**config.mk**
```make
export PLATFORM = sky130hd
export DESIGN_NAME = sorted_priority_queue_core
export DESIGN_NICKNAME = d
export VERILOG_FILES = /design/src/hdl/spq_pkg.sv /design/src/hdl/spq_slot_ram.sv /design/src/hdl/sorted_priority_queue_core.sv
export SDC_FILE = /design/constraint.sdc
export NUM_CORES = 1
export LEC_CHECK = 0
export BUFFER_PORTS_ARGS = -buffer_cell sky130_fd_sc_hd__buf_2
export CAP_MARGIN = 25
export CORE_AREA = 2 2 259 261
export DETAILED_ROUTE_END_ITERATION = 10
export DIE_AREA = 0 0 261 263
export GPL_TIMING_DRIVEN = 0
export HOLD_SLACK_MARGIN = 0.1
export SYNTH_ARGS = -nofsm -noshare
export SYNTH_HDL_FRONTEND = slang
export SYNTH_SLANG_ARGS = --single-unit
```
**constraint.sdc**
```tcl
create_clock -name clock -period 3.3 [get_ports clock]
set_clock_uncertainty 0.2 [all_clocks]
set_input_delay 0.165 -clock clock [delete_from_list [all_inputs] [get_ports clock]]
set_output_delay 0.165 -clock clock [all_outputs]
set_load 0.05 [all_outputs]
```
**src/hdl/spq_pkg.sv**
```systemverilog
package spq_pkg;

   localparam int QUEUE_DEPTH   = 16;
   localparam int ID_BITS       = 16;
   localparam int PRIORITY_BITS = 8;

   localparam int SLOT_BITS = $clog2(QUEUE_DEPTH);
   localparam int CNT_BITS  = $clog2(QUEUE_DEPTH + 1);

   localparam logic [2:0] CMD_INSERT  = 3'd0;
   localparam logic [2:0] CMD_POP     = 3'd1;
   localparam logic [2:0] CMD_UPGRADE = 3'd2;
   localparam logic [2:0] CMD_CLEAR   = 3'd3;

   localparam logic [1:0] STATUS_OK    = 2'd0;
   localparam logic [1:0] STATUS_FULL  = 2'd1;
   localparam logic [1:0] STATUS_EMPTY = 2'd2;

   typedef struct packed {
      logic [ID_BITS-1:0]       id;
      logic [PRIORITY_BITS-1:0] pri;
   } entry_type;

   typedef struct packed {
      logic                 en;
      logic [SLOT_BITS-1:0] addr;
      entry_type            data;
   } wr_req_type;

endpackage

```
**src/hdl/spq_slot_ram.sv**
```systemverilog
module spq_slot_ram
   import spq_pkg::*;
(
   input  logic                 clock,
   input  wr_req_type           wr_req,
   input  logic [SLOT_BITS-1:0] rd_addr,
   output entry_type            rd_data
);

   entry_type mem [QUEUE_DEPTH];
   entry_type rd_data_ff;

   // write one slot, read one slot; read data is registered and lands in the cycle after its address
   always_ff @(posedge clock) begin
      if (wr_req.en) begin
         mem[wr_req.addr] <= wr_req.data;
      end
      rd_data_ff <= mem[rd_addr];
   end

   assign rd_data = rd_data_ff;

endmodule

```
**src/hdl/sorted_priority_queue_core.sv**
```systemverilog
// Sorted priority queue of QUEUE_DEPTH (id, priority) entries, lowest
// priority value served first, ties in arrival order. Raise start with a
// command while busy is low; busy then stays high until the result has
// been shown. The result is on the rsp_ ports for exactly one cycle with
// rsp_valid high and cannot be held off, so capture it in that cycle.
// The entries sit in a single-port-read slot memory walked by one
// compare-and-move sequencer: peek, clear and pop on an empty queue
// only read the front slot before answering, an insert into a full queue
// is dropped, an insert moves larger entries up one slot from the tail
// until the new entry fits, a pop pulls every later entry down one slot,
// and upgrade searches for its id, removes that slot if found and then
// inserts the entry anew. A new command is taken the cycle after the
// result strobe.
module sorted_priority_queue_core
   import spq_pkg::*;
(
   input  logic                     clock,
   input  logic                     reset,
   input  logic                     start,
   output logic                     busy,
   input  logic [2:0]               req_command,
   input  logic [ID_BITS-1:0]       req_item_id,
   input  logic [PRIORITY_BITS-1:0] req_priority_req,
   output logic                     rsp_valid,
   output logic                     rsp_front_valid,
   output logic [ID_BITS-1:0]       rsp_front_id,
   output logic [PRIORITY_BITS-1:0] rsp_front_priority,
   output logic [ID_BITS-1:0]       rsp_popped_id,
   output logic [CNT_BITS-1:0]      rsp_occupancy,
   output logic                     rsp_found,
   output logic [1:0]               rsp_status
);

   localparam logic [3:0] ST_IDLE      = 4'd0;
   localparam logic [3:0] ST_INS_START = 4'd1;
   localparam logic [3:0] ST_INS_RD    = 4'd2;
   localparam logic [3:0] ST_INS_CMP   = 4'd3;
   localparam logic [3:0] ST_INS_PLACE = 4'd4;
   localparam logic [3:0] ST_POP_RD    = 4'd5;
   localparam logic [3:0] ST_POP_TAKE  = 4'd6;
   localparam logic [3:0] ST_RM        = 4'd7;
   localparam logic [3:0] ST_RM_WR     = 4'd8;
   localparam logic [3:0] ST_SRCH_RD   = 4'd9;
   localparam logic [3:0] ST_SRCH_CMP  = 4'd10;
   localparam logic [3:0] ST_FRONT_RD  = 4'd11;
   localparam logic [3:0] ST_RESP      = 4'd12;

   logic [3:0]               state_ff, state_in;
   logic [CNT_BITS-1:0]      count_ff, count_in;
   logic [SLOT_BITS-1:0]     idx_ff, idx_in;
   logic [2:0]               cmd_ff, cmd_in;
   entry_type                new_ff, new_in;
   logic [ID_BITS-1:0]       popped_ff, popped_in;
   logic                     found_ff, found_in;
   logic [1:0]               status_ff, status_in;

   wr_req_type               wr_req;
   logic [SLOT_BITS-1:0]     rd_addr;
   entry_type                rd_data;
   logic                     last_slot;
   logic                     have_front;

   spq_slot_ram u_slot_ram (
      .clock   (clock),
      .wr_req  (wr_req),
      .rd_addr (rd_addr),
      .rd_data (rd_data)
   );

   // idx sits on the last occupied slot
   assign last_slot  = (CNT_BITS'(idx_ff) + 1'b1) == count_ff;
   assign have_front = count_ff != '0;

   // pick the slot to read in this cycle
   always_comb begin
      unique case (state_ff)
         ST_RM:                 rd_addr = idx_ff + 1'b1;
         ST_POP_RD, ST_FRONT_RD: rd_addr = '0;
         default:               rd_addr = idx_ff;
      endcase
   end

   // sequence one command over the slot memory
   always_comb begin
      state_in  = state_ff;
      count_in  = count_ff;
      idx_in    = idx_ff;
      cmd_in    = cmd_ff;
      new_in    = new_ff;
      popped_in = popped_ff;
      found_in  = found_ff;
      status_in = status_ff;
      wr_req    = '{en: 1'b0, addr: idx_ff, data: new_ff};

      unique case (state_ff)
         ST_IDLE: begin
            if (start) begin
               cmd_in     = req_command;
               new_in.id  = req_item_id;
               new_in.pri = req_priority_req;
               popped_in  = '0;
               found_in   = 1'b0;
               status_in  = STATUS_OK;
               idx_in     = '0;
               case (req_command)
                  CMD_INSERT: state_in = ST_INS_START;
                  CMD_POP: begin
                     if (have_front) begin
                        state_in = ST_POP_RD;
                     end else begin
                        status_in = STATUS_EMPTY;
                        state_in  = ST_FRONT_RD;
                     end
                  end
                  CMD_UPGRADE: state_in = have_front ? ST_SRCH_RD : ST_INS_START;
                  CMD_CLEAR: begin
                     count_in = '0;
                     state_in = ST_FRONT_RD;
                  end
                  default: state_in = ST_FRONT_RD;
               endcase
            end
         end

         // drop when full, place directly when empty, else walk from the tail
         ST_INS_START: begin
            if (count_ff == CNT_BITS'(QUEUE_DEPTH)) begin
               status_in = STATUS_FULL;
               state_in  = ST_FRONT_RD;
            end else if (!have_front) begin
               idx_in   = '0;
               state_in = ST_INS_PLACE;
            end else begin
               idx_in   = SLOT_BITS'(count_ff - 1'b1);
               state_in = ST_INS_RD;
            end
         end

         ST_INS_RD: state_in = ST_INS_CMP;

         // move larger entries up one slot until the new one fits
         ST_INS_CMP: begin
            if (rd_data.pri > new_ff.pri) begin
               wr_req = '{en: 1'b1, addr: idx_ff + 1'b1, data: rd_data};
               if (idx_ff == '0) begin
                  state_in = ST_INS_PLACE;
               end else begin
                  idx_in   = idx_ff - 1'b1;
                  state_in = ST_INS_RD;
               end
            end else begin
               wr_req   = '{en: 1'b1, addr: idx_ff + 1'b1, data: new_ff};
               count_in = count_ff + 1'b1;
               state_in = ST_FRONT_RD;
            end
         end

         ST_INS_PLACE: begin
            wr_req   = '{en: 1'b1, addr: '0, data: new_ff};
            count_in = count_ff + 1'b1;
            state_in = ST_FRONT_RD;
         end

         ST_POP_RD: state_in = ST_POP_TAKE;

         ST_POP_TAKE: begin
            popped_in = rd_data.id;
            idx_in    = '0;
            state_in  = ST_RM;
         end

         // close the gap at idx by pulling later entries down
         ST_RM: begin
            if (last_slot) begin
               count_in = count_ff - 1'b1;
               state_in = (cmd_ff == CMD_UPGRADE) ? ST_INS_START : ST_FRONT_RD;
            end else begin
               state_in = ST_RM_WR;
            end
         end

         ST_RM_WR: begin
            wr_req   = '{en: 1'b1, addr: idx_ff, data: rd_data};
            idx_in   = idx_ff + 1'b1;
            state_in = ST_RM;
         end

         ST_SRCH_RD: state_in = ST_SRCH_CMP;

         // find the first matching id from the front
         ST_SRCH_CMP: begin
            if (rd_data.id == new_ff.id) begin
               found_in = 1'b1;
               state_in = ST_RM;
            end else if (last_slot) begin
               state_in = ST_INS_START;
            end else begin
               idx_in   = idx_ff + 1'b1;
               state_in = ST_SRCH_RD;
            end
         end

         ST_FRONT_RD: state_in = ST_RESP;

         ST_RESP: state_in = ST_IDLE;

         default: state_in = ST_IDLE;
      endcase
   end

   // hold control state; payload registers run free
   always_ff @(posedge clock) begin
      if (reset) begin
         state_ff <= ST_IDLE;
         count_ff <= '0;
      end else begin
         state_ff <= state_in;
         count_ff <= count_in;
      end
      idx_ff    <= idx_in;
      cmd_ff    <= cmd_in;
      new_ff    <= new_in;
      popped_ff <= popped_in;
      found_ff  <= found_in;
      status_ff <= status_in;
   end

   assign busy               = state_ff != ST_IDLE;
   assign rsp_valid          = state_ff == ST_RESP;
   assign rsp_front_valid    = have_front;
   assign rsp_front_id       = have_front ? rd_data.id : '0;
   assign rsp_front_priority = have_front ? rd_data.pri : '0;
   assign rsp_popped_id      = popped_ff;
   assign rsp_occupancy      = count_ff;
   assign rsp_found          = found_ff;
   assign rsp_status         = status_ff;

`ifndef SYNTHESIS
   a_accept_goes_busy: assert property (@(posedge clock) disable iff (reset)
      (start && !busy) |=> busy)
      else $error("accepted transaction did not raise busy");

   a_resp_after_busy: assert property (@(posedge clock) disable iff (reset)
      rsp_valid |-> ($past(busy) && busy))
      else $error("result strobe outside a transaction");

   a_occupancy_bound: assert property (@(posedge clock) disable iff (reset)
      rsp_valid |-> (rsp_occupancy <= CNT_BITS'(QUEUE_DEPTH)))
      else $error("occupancy beyond queue depth");

   a_front_matches_count: assert property (@(posedge clock) disable iff (reset)
      rsp_valid |-> (rsp_front_valid == (rsp_occupancy != '0)))
      else $error("front valid disagrees with occupancy");
`endif

endmodule
```
Word level (Yosys, flattened, before mapping)
Memories as Yosys holds them, arrays and structs flattened. A register that Yosys moved wholly into a read port is not among the register bits.
Index checks and enable logic that the tools add are counted.
Widths: inputs -> output; s select.
{"block": "classes", "n_reduce_logical": 18, "n_eq_ne": 30, "n_lt_le_gt_ge": 1, "addsub": 5, "mux": 43}
{"cell": "$pmux 29 s3", "n": 1}
{"cell": "$mux 4", "n": 16}
{"cell": "$pmux 4 s11", "n": 1}
{"cell": "$mux 16", "n": 2}
{"cell": "$pmux 16 s2", "n": 1}
{"cell": "$mux 24", "n": 1}
{"cell": "$pmux 4 s6", "n": 1}
{"cell": "$eq 4x4->1 const B", "n": 5}
{"cell": "$mux 5", "n": 4}
{"cell": "$ne 2x2->1 const B", "n": 10}
{"cell": "$pmux 5 s4", "n": 1}
{"cell": "$eq 16x16->1", "n": 1}
{"cell": "$eq 4x3->1 const B", "n": 4}
{"cell": "$pmux 4 s3", "n": 1}
{"cell": "$eq 3x2->1 const B", "n": 3}
{"cell": "$eq 4x2->1 const B", "n": 2}
{"cell": "$gt 8x8->1", "n": 1}
{"cell": "$logic_not 4->1", "n": 2}
{"cell": "$mux 2", "n": 4}
{"cell": "$mux 8", "n": 1}
{"cell": "$pmux 4 s2", "n": 1}
{"cell": "$reduce_bool 4->1", "n": 2}
{"cell": "$reduce_and 7->1", "n": 1}
{"cell": "$mux 3", "n": 2}
{"cell": "other kinds (21)", "n": 29}
{"block": "word_totals", "ram_bits": 384, "elab_cells": 107, "register_bits": 59, "mem_count": 1, "inputBits": 30, "out_inout_bits": 51}
{"name": "u_slot_ram.mem", "words": 16, "width": 24, "rd": 1, "rd_clocked_by_memory_dff": 1, "wr": 1, "line": "spq_slot_ram.sv:10", "rtl": "entry_type mem [QUEUE_DEPTH];"}

Depth between registers and ports, before layout
Gate-level depths: netlist of the first run.
{"block": "depth", "depth_word": 5, "depth_mapped": 12, "ltp_nobuf": 10}

Hierarchy
From an unflattened synthesis of the first run, not the netlist that was laid out.
{"block": "unflattened", "cells_unflattened": 1029, "hier_area_um2": 18921.9}
{"module": "spq_slot_ram", "cells_each": 636, "instances": 1, "area_each_um2": 14930.6, "seq_area_each_um2": 12011.5}
{"module": "sorted_priority_queue_core", "cells_each": 393, "instances": 1, "area_each_um2": 3991.3, "seq_area_each_um2": 1681.6}

Worst setup path before layout of the first run
OpenSTA, ideal clock, no wires.
{"block": "synth_timing", "path_kind": "reg2reg", "start": "register state_ff[1]", "end": "memory u_slot_ram.mem[5][0] (netlist bit), enable pin", "required_time_ps": 2695, "t_arrival_ps": 2727, "path_stages_with_launch": 11, "path_slack_ps": -32, "setup_time_ps": 405, "path_cell_list": "dfxtp_1 -> buf_4 -> buf_2 -> nor2_1 -> a32o_1 -> buf_2 -> o21ai_0 -> nand2_1 -> o31a_1 -> nand2_1 -> nor2_1"}
{"block": "synth_between", "elab_chain_cells": 4, "word_cells_on_any_way": 6}
{"item": "start, declared", "line": "sorted_priority_queue_core.sv:48", "rtl": "logic [3:0] state_ff, state_in;"}
{"item": "start signal, assigned", "line": "sorted_priority_queue_core.sv:217", "rtl": "state_ff <= state_in;"}
{"item": "$eq 4x4->1, or another cell as far along", "line": "sorted_priority_queue_core.sv:95", "rtl": "unique case (state_ff)"}
{"item": "$pmux 29 s3 (*)", "line": "sorted_priority_queue_core.sv:95"}
{"item": "$mux 1", "line": "spq_slot_ram.sv:15", "rtl": "if (wr_req.en) begin"}
{"item": "$mux 1 (not written as such)", "line": "spq_slot_ram.sv:16", "rtl": "mem[wr_req.addr] <= wr_req.data;"}
{"item": "end, declared", "line": "spq_slot_ram.sv:10"}
Mark *: on every way between the ends. The rest lies on a longest branch, timed or not.

==> results of run 1 <==
## layer usage
layer | GRT usage (%) | vias to the layer above | share of wire, %
li1 | - | 5460 | -
met1 | 17.62 | 6005 | 41
met2 | 24.65 | 385 | 51
met3 | 1.926 | 70 | 5.6
met4 | 4.423 | 0 | 2.5
met5 | 0 | - | 0
## layout make-up
type	instances	area [um^2]	share of cell area (%)
Timing Repair Buffer	134	1033	4.391
Sequential cell	467	13690	58.18
Clock inverter	30	296.5	1.260
Multi-Input combinational cell	765	5683	24.15
Buffer	78	473.0	2.010
Clock buffer	54	1211	5.146
Tap cell	864	1081	4.593
Inverter	17	63.81	0.2711
## stage by stage
stage	setup WS (ns)	power, mW
5_1_grt	-0.03208	23.99
2_1_floorplan	-0.03194	14.38
4_1_cts	-0.09469	22.75
6_report	0.07983	22.97
3_3_place_gp	-1.309	17.15
3_5_place_dp	-0.4302	17.41
## cells in the mapped netlist, types with 3 or more instances
| cell | n | area (um^2) |
|---|---|---|
| a221oi_1 | 3 | 26.28 |
| mux2i_1 | 144 | 1441 |
| inv_1 | 17 | 63.81 |
| a22oi_1 | 3 | 22.52 |
| nor3_1 | 9 | 45.04 |
| a22o_1 | 25 | 219.0 |
| or2_2 | 4 | 25.02 |
| a221o_1 | 24 | 240.2 |
| nor2_1 | 49 | 183.9 |
| ha_1 | 14 | 175.2 |
| nor4_1 | 3 | 18.77 |
| buf_1 | 3 | 11.26 |
| buf_6 | 12 | 135.1 |
| a211oi_1 | 53 | 397.9 |
| o21a_1 | 5 | 37.54 |
| o31ai_1 | 3 | 22.52 |
| mux2_2 | 25 | 281.5 |
| a211o_1 | 3 | 26.28 |
| xnor2_1 | 22 | 192.7 |
| nand3_1 | 7 | 35.03 |
| buf_2 | 27 | 135.1 |
| nor2b_1 | 4 | 25.02 |
| a31oi_1 | 53 | 331.6 |
| nand4_1 | 8 | 50.05 |
| nand2b_1 | 6 | 37.54 |
| o22ai_1 | 4 | 25.02 |
| a32oi_1 | 3 | 26.28 |
| edfxtp_1 | 434 | 13030 |
| a21oi_1 | 19 | 95.09 |
| and2_0 | 37 | 231.5 |
| a21o_1 | 3 | 22.52 |
| o21ai_0 | 14 | 70.07 |
| buf_4 | 5 | 37.54 |
| nand2_1 | 125 | 469.2 |
| dfxtp_1 | 33 | 660.6 |
| clkbuf_1 | 32 | 120.1 |
| and2_1 | 53 | 331.6 |
| or3_1 | 3 | 18.77 |
## logic make-up after synthesis
group | Yosys count
xor+xnor | 24
mux | 169
fa+ha+maj | 14
buf+inv | 96
flops | 467
compound gates | 236
simple gates | 316
## state kept, by name (all words and copies together), names as in the netlist
register and count:
cmd_ff 3, new_ff 24, state_ff 4, idx_ff 4, rsp_occupancy 5, u_slot_ram.rd_data 24
rsp_popped_id 16, rsp_found 1, rsp_status 2, u_slot_ram.mem 384
## power by group through the flow
stage               sequential (mW)  clock (mW)  combinational (mW)
floorplan                      8.59           0                5.79
global placement               8.48           0                8.67
detailed placement             8.48           0                8.93
CTS                            8.35        5.29                9.10
global route                   8.42        5.49                10.1
finish                         8.35        5.23                9.39
## path summary, 6_finish.rpt
check | depth (start not counted) | end | from | slack (ns)
worst max-delay path | 11 | u_slot_ram.mem[5][2] | new_ff[1] | 0.08
worst min-delay path | 2 | new_ff[15] | req_item_id[7] | 0.11
worst max register to register | 11 | u_slot_ram.mem[5][2] | new_ff[1] | 0.08
worst min register to register | 1 | rsp_popped_id[4] | u_slot_ram.rd_data[12] | 0.40
## what timing repair did
action	in CTS	in global routing
hold buffers	29	0
resized for setup	18	45
pin swaps	8	8
hold endpoints to repair	43	0
endpoints found under the setup margin	713	620
cloned	2	4
buffers inserted	12	6
==> results.toml, run 1 <==
[status]
outcome = "completed"

[yosys]
async_reset_ff_share_pct = 0
synth_top_family_by_area = "compound AO/OA/AOI/OAI gates"
synthSimpleGateAreaFrac_pct = 7.854
synth-seq-cells = 467
synth.net_count = 1366
synth_area_um2 = 19600
synth-seq-area-share_pct = 69.88
ys.flop_type = "edfxtp_1"
synth-edff-count = 434
yosys_warnings = 0
synth_mux_area_share_pct = 8.793
yosysUniqueCellTypes = 60
yosys.area_share.xor_xnor_pct = 1.073
synth-compound-area-share_pct = 8.939
syn_area_per_cell_um2 = 14.82
synthAdderAreaFrac_pct = 0.8939
syn_inst = 1322

[critical_path]
cpMaxStageDelayCell = "mux2_2"
path_cells = "inv_1 -> ha_1 -> nor2b_1 -> o211ai_1 -> a21oi_1 -> o32ai_1 -> buf_2 -> o21a_1 -> nor2_4 -> buf_4 -> mux2_2"
crit_fanout = 16
crit_family = "compound AO/OA/AOI/OAI gates"
crit_arrival_ns = 3.26
cp_data_required_time_ns = 3.34
cp_num_buf_inv = 3
critPathKind = "flop to flop"
critPathCaptureType = "flop"
startpoint_type = "flop"
max_stage_delay_ns = 0.52

[sta]
rsz0062_at_grt = "true"
setup_tns_ns = 0
whs_ns = 0.1124
drv_slew = 0
finalCriticalPeriod_ns = 3.220
fmax_ghz = 0.3105
hold_violations = 0
setup_viol = 0
fin_crit_sh_pct = 97.58
tightest_slew_ns = 0.9542
slew_headroom_pct = 36.24

[floorplan]
core_area_um2 = 65630
pin_count = 81
num_rows = 94
start_util_pct = 29.86
die_area_um2 = 68640
fp.dieH_um = 263
fp.dieW_um = 261

[pwr]
p_per_area_nw_per_um2 = 976.2
power_frac_seq_pct = 36.4
swShare_pct = 38.84
leakage_nw = 8.029
clock_power_share_pct = 22.7
p_int_mw = 14.05
p_comb_share_pct = 40.9
p_switching_mw = 8.924
ir_worst_vdd_uv = 438.9

[final_layout]
final_common_cell = "edfxtp_1"
n_antenna_cell = 0
fillers = 6255
drive_gt1_share_pct = 19.87
fin_area_um2 = 23540
layout_common_cells = "edfxtp_1, mux2i_1, nand2_1"
synthToLayoutAreaGrowth_pct = 20.11
final_nets = 1553
utilization_pct = 35.86
stdcell_count = 2409

[placement]
dp_hpwl_mm = 32.84
dp_cells = 2273
gp_congestion = 0.8884
io_buffers = 80
place_area_um2 = 21280

[clock_network]
htree_num_levels = 2
cts_root_buffer = "clkbuf_16"
numCtsBuffers = 46
cts_sinks = 467
clk_pin_slew_ns = 0.06
clk_latency_ns = 0.57
cts_max_path_buffers = 3
cts_tree = "yes"

[job]
cap_violations = 0

[drt]
vias_per_cell = 4.948
first_iter_violations = 1003
drtPass1Iterations = 5
drt-total-wl_mm = 49.93
drc = 0
dr_total_vias = 11920
ant_nets = 0
post_drt_wl_per_cell_um = 20.72

[grt]
gr-total-overflow = 0
antenna_found_initial = 1
grt_pass1_wl_mm = 73.31
grt.total_usage_pct = 13.98
grt_max_degree = 25
grt_pass1_vias = 11970

[hold_path]
min_path_type = "input pin to flop"
(Power assumes the default switching activity.)
==> run 2, diff against run 1 <==
PLACE_DENSITY = 0.53   (was not set)
==> results.toml, run 2 (same netlist as run 1, synthesis figures left out) <==
[critical_path]
cp_data_required_time_ns = 3.38
crit_start = "state_ff[2]"
worstReg2RegStart = "state_ff[2]"
max_stage_delay_ns = 0.57
startpoint_type = "flop"
cpMaxStageDelayCell = "o2111ai_2"
crit_top_cell = "nor2_2"
path_cells = "buf_2 -> nand2b_1 -> nor2_2 -> a31oi_1 -> nand2_1 -> o2111ai_2 -> nor2_2 -> buf_4"
crit_arrival_ns = 3.29
critPathKind = "flop to flop"
critPathCaptureType = "flop"
crit_fanout = 10

[grt]
grt_pass1_wl_mm = 76.43
grt_max_degree = 22
grt_pass1_vias = 11800
gr-total-overflow = 0
grt.total_usage_pct = 14.99
antenna_found_initial = 0

[final_layout]
utilization_pct = 36.63
final_common_cell = "edfxtp_1"
fillers = 6245
largest_reg_flops = 384
n_antenna_cell = 0
fin_area_um2 = 24040
layout_common_cells = "edfxtp_1, mux2i_1, nand2_1"
final_nets = 1606
drive_gt1_share_pct = 20.66
synthToLayoutAreaGrowth_pct = 22.69
top_register = "u_slot_ram.mem"

[drt]
vias_per_cell = 4.872
drtPass1Iterations = 5
post_drt_wl_per_cell_um = 21.25
dr_total_vias = 12020
drc = 0
ant_nets = 0
first_iter_violations = 1016
drt-total-wl_mm = 52.39

[sta]
finalCriticalPeriod_ns = 3.215
hold_violations = 0
setup_viol = 0
whs_ns = 0.1140
drv_slew = 0
slew_headroom_pct = 29.62
rsz0062_at_grt = "true"
fmax_ghz = 0.3111
tightest_slew_ns = 1.056
fin_crit_sh_pct = 97.41

[floorplan]
num_rows = 94
die_area_um2 = 68640
fp.dieW_um = 261
start_util_pct = 29.86
core_area_um2 = 65630
fp.dieH_um = 263
pin_count = 81

[job]
cap_violations = 0

[clock_network]
numCtsBuffers = 48
clk_latency_ns = 0.59
cts_root_buffer = "clkbuf_16"
clk_pin_slew_ns = 0.06
cts_max_path_buffers = 3
cts_sinks = 467
cts_tree = "yes"
htree_num_levels = 2

[placement]
io_buffers = 80
dp_hpwl_mm = 33.23
place_area_um2 = 21270
gp_congestion = 0.8488

[status]
outcome = "completed"

[pwr]
p_per_area_nw_per_um2 = 961.8
leakage_nw = 8.280
ir_worst_vdd_uv = 412.7

[hold_path]
min_path_type = "input pin to flop"
hold_path_startpoint = "req_item_id[7]"
run 2: layout make-up:
type / instances / area [um^2] / share of cell area [%]
plain buffers: 78 / 484.2 / 2.014
clock buffers: 64 / 1314 / 5.465
clock inverters: 26 / 193.9 / 0.8067
inverters: 17 / 63.81 / 0.2654
multi-input cells: 771 / 5752 / 23.93
flip-flops and latches: 467 / 13690 / 56.96
well taps: 864 / 1081 / 4.497
repair buffers: 179 / 1459 / 6.068
run 2: final timing paths:
kind,endpoint,slack (ns),cells after the start
min,new_ff[15],0.11,2
max,u_slot_ram.mem[13][12],0.09,8
max reg2reg,u_slot_ram.mem[13][12],0.09,8
min reg2reg,rsp_popped_id[2],0.41,1
run 2: stage by stage:
stage                     instances  total power [mW]   TNS (ns)  worst slack (ns)
final                          2466             23.12          0           0.08544
after floorplan                1322             14.38     -4.779          -0.03194
after detailed placement       2272             17.48    -204.15           -0.5513
after global routing           2466             24.22    -0.5236          -0.02900
after CTS                      2447             23.11  -0.007994         -0.002014
after global placement         2266             17.27    -625.96            -1.347
run 2: timing repair:
item                                    4_1_cts  5_1_grt
endpoints found under the setup margin      726      704
hold buffers                                 52        0
endpoints found under the hold margin        43        0
setup buffers                                22       19
gates cloned                                 12        0
pin swaps                                    18       10
resized for setup                            36       39
run 2: layer usage:
| metal | part of all wire (%) | wire length, um | track usage, % | vias to the layer above |
|---|---|---|---|---|
| met5 | 0 | 0 | 0 | - |
| met4 | 2.9 | 1529 | 5.283 | 0 |
| met3 | 5.4 | 2830 | 2.388 | 96 |
| met2 | 50 | 25990 | 25.92 | 372 |
| met1 | 42 | 22040 | 18.89 | 5968 |
| li1 | - | - | - | 5579 |
run 2: critical path, delay by kind of cell, from the launching register on:
kind	cells	cell delay (ns)
flip-flops	1	0.30
AND/OR/NAND/NOR	4	1.14
AO/OA/AOI/OAI	2	0.80
buffers and inverters	2	0.46
run 2: where the power goes:
part | total [mW] | switching [mW] | internal, mW
Clock | 5.21 | 2.26 | 2.96
Sequential | 8.34 | 0.401 | 7.94
Combinational | 9.57 | 6.41 | 3.16
Total | 23.1 | 9.07 | 14.1
==> run 3, diff against run 2 <==
CORE_AREA = 2 2 255 257   (was 2 2 259 261)
DIE_AREA = 0 0 257 259   (was 0 0 261 263)
SYNTH_HIERARCHICAL = 1   (was not set)
==> results.toml, run 3 <==
[floorplan]
die_area_um2 = 66560
core_area_um2 = 63880
fp.dieH_um = 259
num_rows = 93
start_util_pct = 29.62
pin_count = 81
fp.dieW_um = 257

[yosys]
yosysUniqueCellTypes = 71
syn_inst = 1029
synth-seq-area-share_pct = 72.37
synth_area_um2 = 18920
synth_top_area_share_pct = 68.88
synthTopCellsByCount = "edfxtp_1, mux4_2, nand2_1, a22oi_1, and2_1"
ys.flop_type = "edfxtp_1"
synth-seq-cells = 467
synth.net_count = 1073
yosysMostFrequentCell = "edfxtp_1"
async_reset_ff_share_pct = 0
synth-edff-count = 434
yosys_warnings = 6
syn_area_per_cell_um2 = 18.39
synthTopCellsByArea = "edfxtp_1, mux4_2, dfxtp_1"
synth_top_cell_by_area = "edfxtp_1"

[pwr]
swShare_pct = 37.69
leakage_nw = 7.872
p_switching_mw = 8.588
ir_worst_vdd_uv = 569.7
p_int_mw = 14.20
p_comb_share_pct = 39.5
total_power_mw = 22.79
power_frac_seq_pct = 36.3
clock_power_share_pct = 24.2
p_per_area_nw_per_um2 = 963.4

[hold_path]
hold_path_end = "cmd_ff[0]"
hold_path_startpoint = "req_command[0]"
min_path_type = "input pin to flop"
hold_depth = 2

[final_layout]
fillers = 5870
final_common_cell = "edfxtp_1"
synthToLayoutAreaGrowth_pct = 24.99
stdcell_count = 2156
layout_common_cells = "edfxtp_1, mux4_2, buf_2"
drive_gt1_share_pct = 30.00
largest_reg_flops = 384
top_register = "u_slot_ram/mem"
final_nets = 1302

[critical_path]
crit_fanout = 10
critPathCaptureType = "flop"
reg2reg_depth = 10
r2r_end = "u_slot_ram/rd_data[17]"
worstReg2RegStart = "idx_ff[0]"
cp_data_required_time_ns = 3.55
crit_arrival_ns = 3.43
path_cells = "buf_2 -> inv_1 -> ha_2 -> a22oi_1 -> o21ai_2 -> clkbuf_2 -> clkbuf_2 -> mux4_2 -> a22oi_1 -> nand2_1"
cpMaxStageDelayCell = "ha_2"
startpoint_type = "flop"
critPathKind = "flop to flop"
max_stage_delay_ns = 0.41
r2r_slack_ns = 0.12

[grt]
grt_pass1_vias = 10660
grt_pass1_wl_mm = 72.97
grt.total_usage_pct = 15.04
antenna_found_initial = 3
gr-total-overflow = 0
grt_max_degree = 22

[drt]
drtPass1Iterations = 7
dr_total_vias = 10490
wl_met3_mm = 2.744
first_iter_violations = 1026
post_drt_wl_per_cell_um = 23.17
vias_per_cell = 4.864
highest-signal-layer = "met4"
drc = 0
ant_nets = 0
drt-met1-wl_mm = 22.48
drt-total-wl_mm = 49.97
wl_met2_mm = 23.82

[sta]
finalCriticalPeriod_ns = 3.175
tightest_slew_ns = 0.7865
hold_violations = 0
fin_crit_sh_pct = 96.21
slew_headroom_pct = 47.57
fmax_ghz = 0.3150
drv_slew = 0
setup_viol = 0

[status]
outcome = "completed"

[clock_network]
clk_pin_slew_ns = 0.06
cts_tree = "yes"
cts_root_buffer = "clkbuf_16"
cts_max_path_buffers = 3
numCtsBuffers = 50
clk_latency_ns = 0.61
htree_num_levels = 2
cts_sinks = 467

[placement]
gp_congestion = 0.8260
dp_hpwl_mm = 32.54
io_buffers = 80
dp_cells = 1986

[job]
cap_violations = 0
[run 3: final cells by class]
class	instances	area, um^2	share of cell area [%]
Clock inverter	28	261.5	1.106
Antenna cell	1	2.502	0.01058
Sequential cell	467	13700	57.91
Buffer	53	365.4	1.545
Timing Repair Buffer	178	1743	7.369
Clock buffer	66	1363	5.761
Inverter	20	77.57	0.3280
Tap cell	855	1070	4.523
Multi-Input combinational cell	488	5074	21.45
[run 3: worst max-delay path: cells and delay by family, from the launching register on]
kind | cells | cell delay [ns]
compound gates | 3 | 0.59
fa+ha+maj | 1 | 0.41
buf+inv | 4 | 1.00
flops | 1 | 0.35
mux | 1 | 0.37
simple gates | 1 | 0.10
[run 3: repair_timing]
action                                 4_1_cts  5_1_grt
endpoints found under the hold margin       44        0
pin swaps                                   11        5
buffers inserted                            17        5
setup endpoints to repair                  731      133
gates resized for setup                     34       25
hold buffers                                54        0
[run 3: power by group through the flow]
| stage | Clock (mW) | Sequential [mW] | Combinational, mW |
|---|---|---|---|
| final | 5.51 | 8.28 | 9.00 |
| after global routing | 5.87 | 8.36 | 9.69 |
| after CTS | 5.62 | 8.28 | 9.04 |
| after detailed placement | 0 | 8.40 | 8.76 |
| after global placement | 0 | 8.41 | 8.41 |
| after floorplan | 0 | 8.58 | 5.50 |
[run 3: worst max path at each step]
stage / to / slack (ns) / depth (start not counted) / from
after detailed placement: u_slot_ram/rd_data[11] / -0.54 / 9 / state_ff[3]
after global placement: u_slot_ram/mem[10][16] / -1.99 / 6 / state_ff[3]
after global routing: u_slot_ram/rd_data[13] / -0.04 / 12 / idx_ff[1]
after CTS: u_slot_ram/rd_data[9] / 0.0006 / 11 / idx_ff[0]
final: u_slot_ram/rd_data[17] / 0.12 / 10 / idx_ff[0]
after floorplan: u_slot_ram/mem[1][0] / -0.08 / 6 / state_ff[3]
[run 3: per-layer routing]
layer  vias up  track usage (%)
met5         -                0
met3        60            2.441
met4         0            3.391
met2       348            24.61
met1      5454            21.10
li1       4625                -
[run 3: cell families after synthesis]
logic type      share of synthesized area, %
mux                                    12.91
flops                                  72.37
buf+inv                                1.951
simple gates                           5.290
fa+ha+maj                             0.9258
compound gates                         5.356
xor+xnor                               1.203
[run 3: through the flow]
| stage | setup TNS [ns] | utilization, % | worst slack, ns | hold slack, ns | instance area, um^2 |
|---|---|---|---|---|---|
| 3_5_place_dp | -183.28 | 32.91 | -0.5378 | 0.1432 | 21020 |
| 2_1_floorplan | -9.027 | - | -0.08336 | 0.03407 | 18940 |
| 3_3_place_gp | -764.43 | 31.95 | -1.990 | 0.1430 | 20410 |
| 5_1_grt | -0.1165 | 37.02 | -0.03594 | 0.1236 | 23650 |
| 4_1_cts | 0 | 36.78 | 0.0005920 | 0.1025 | 23490 |
| 6_report | 0 | 37.02 | 0.1250 | 0.1357 | 23650 |
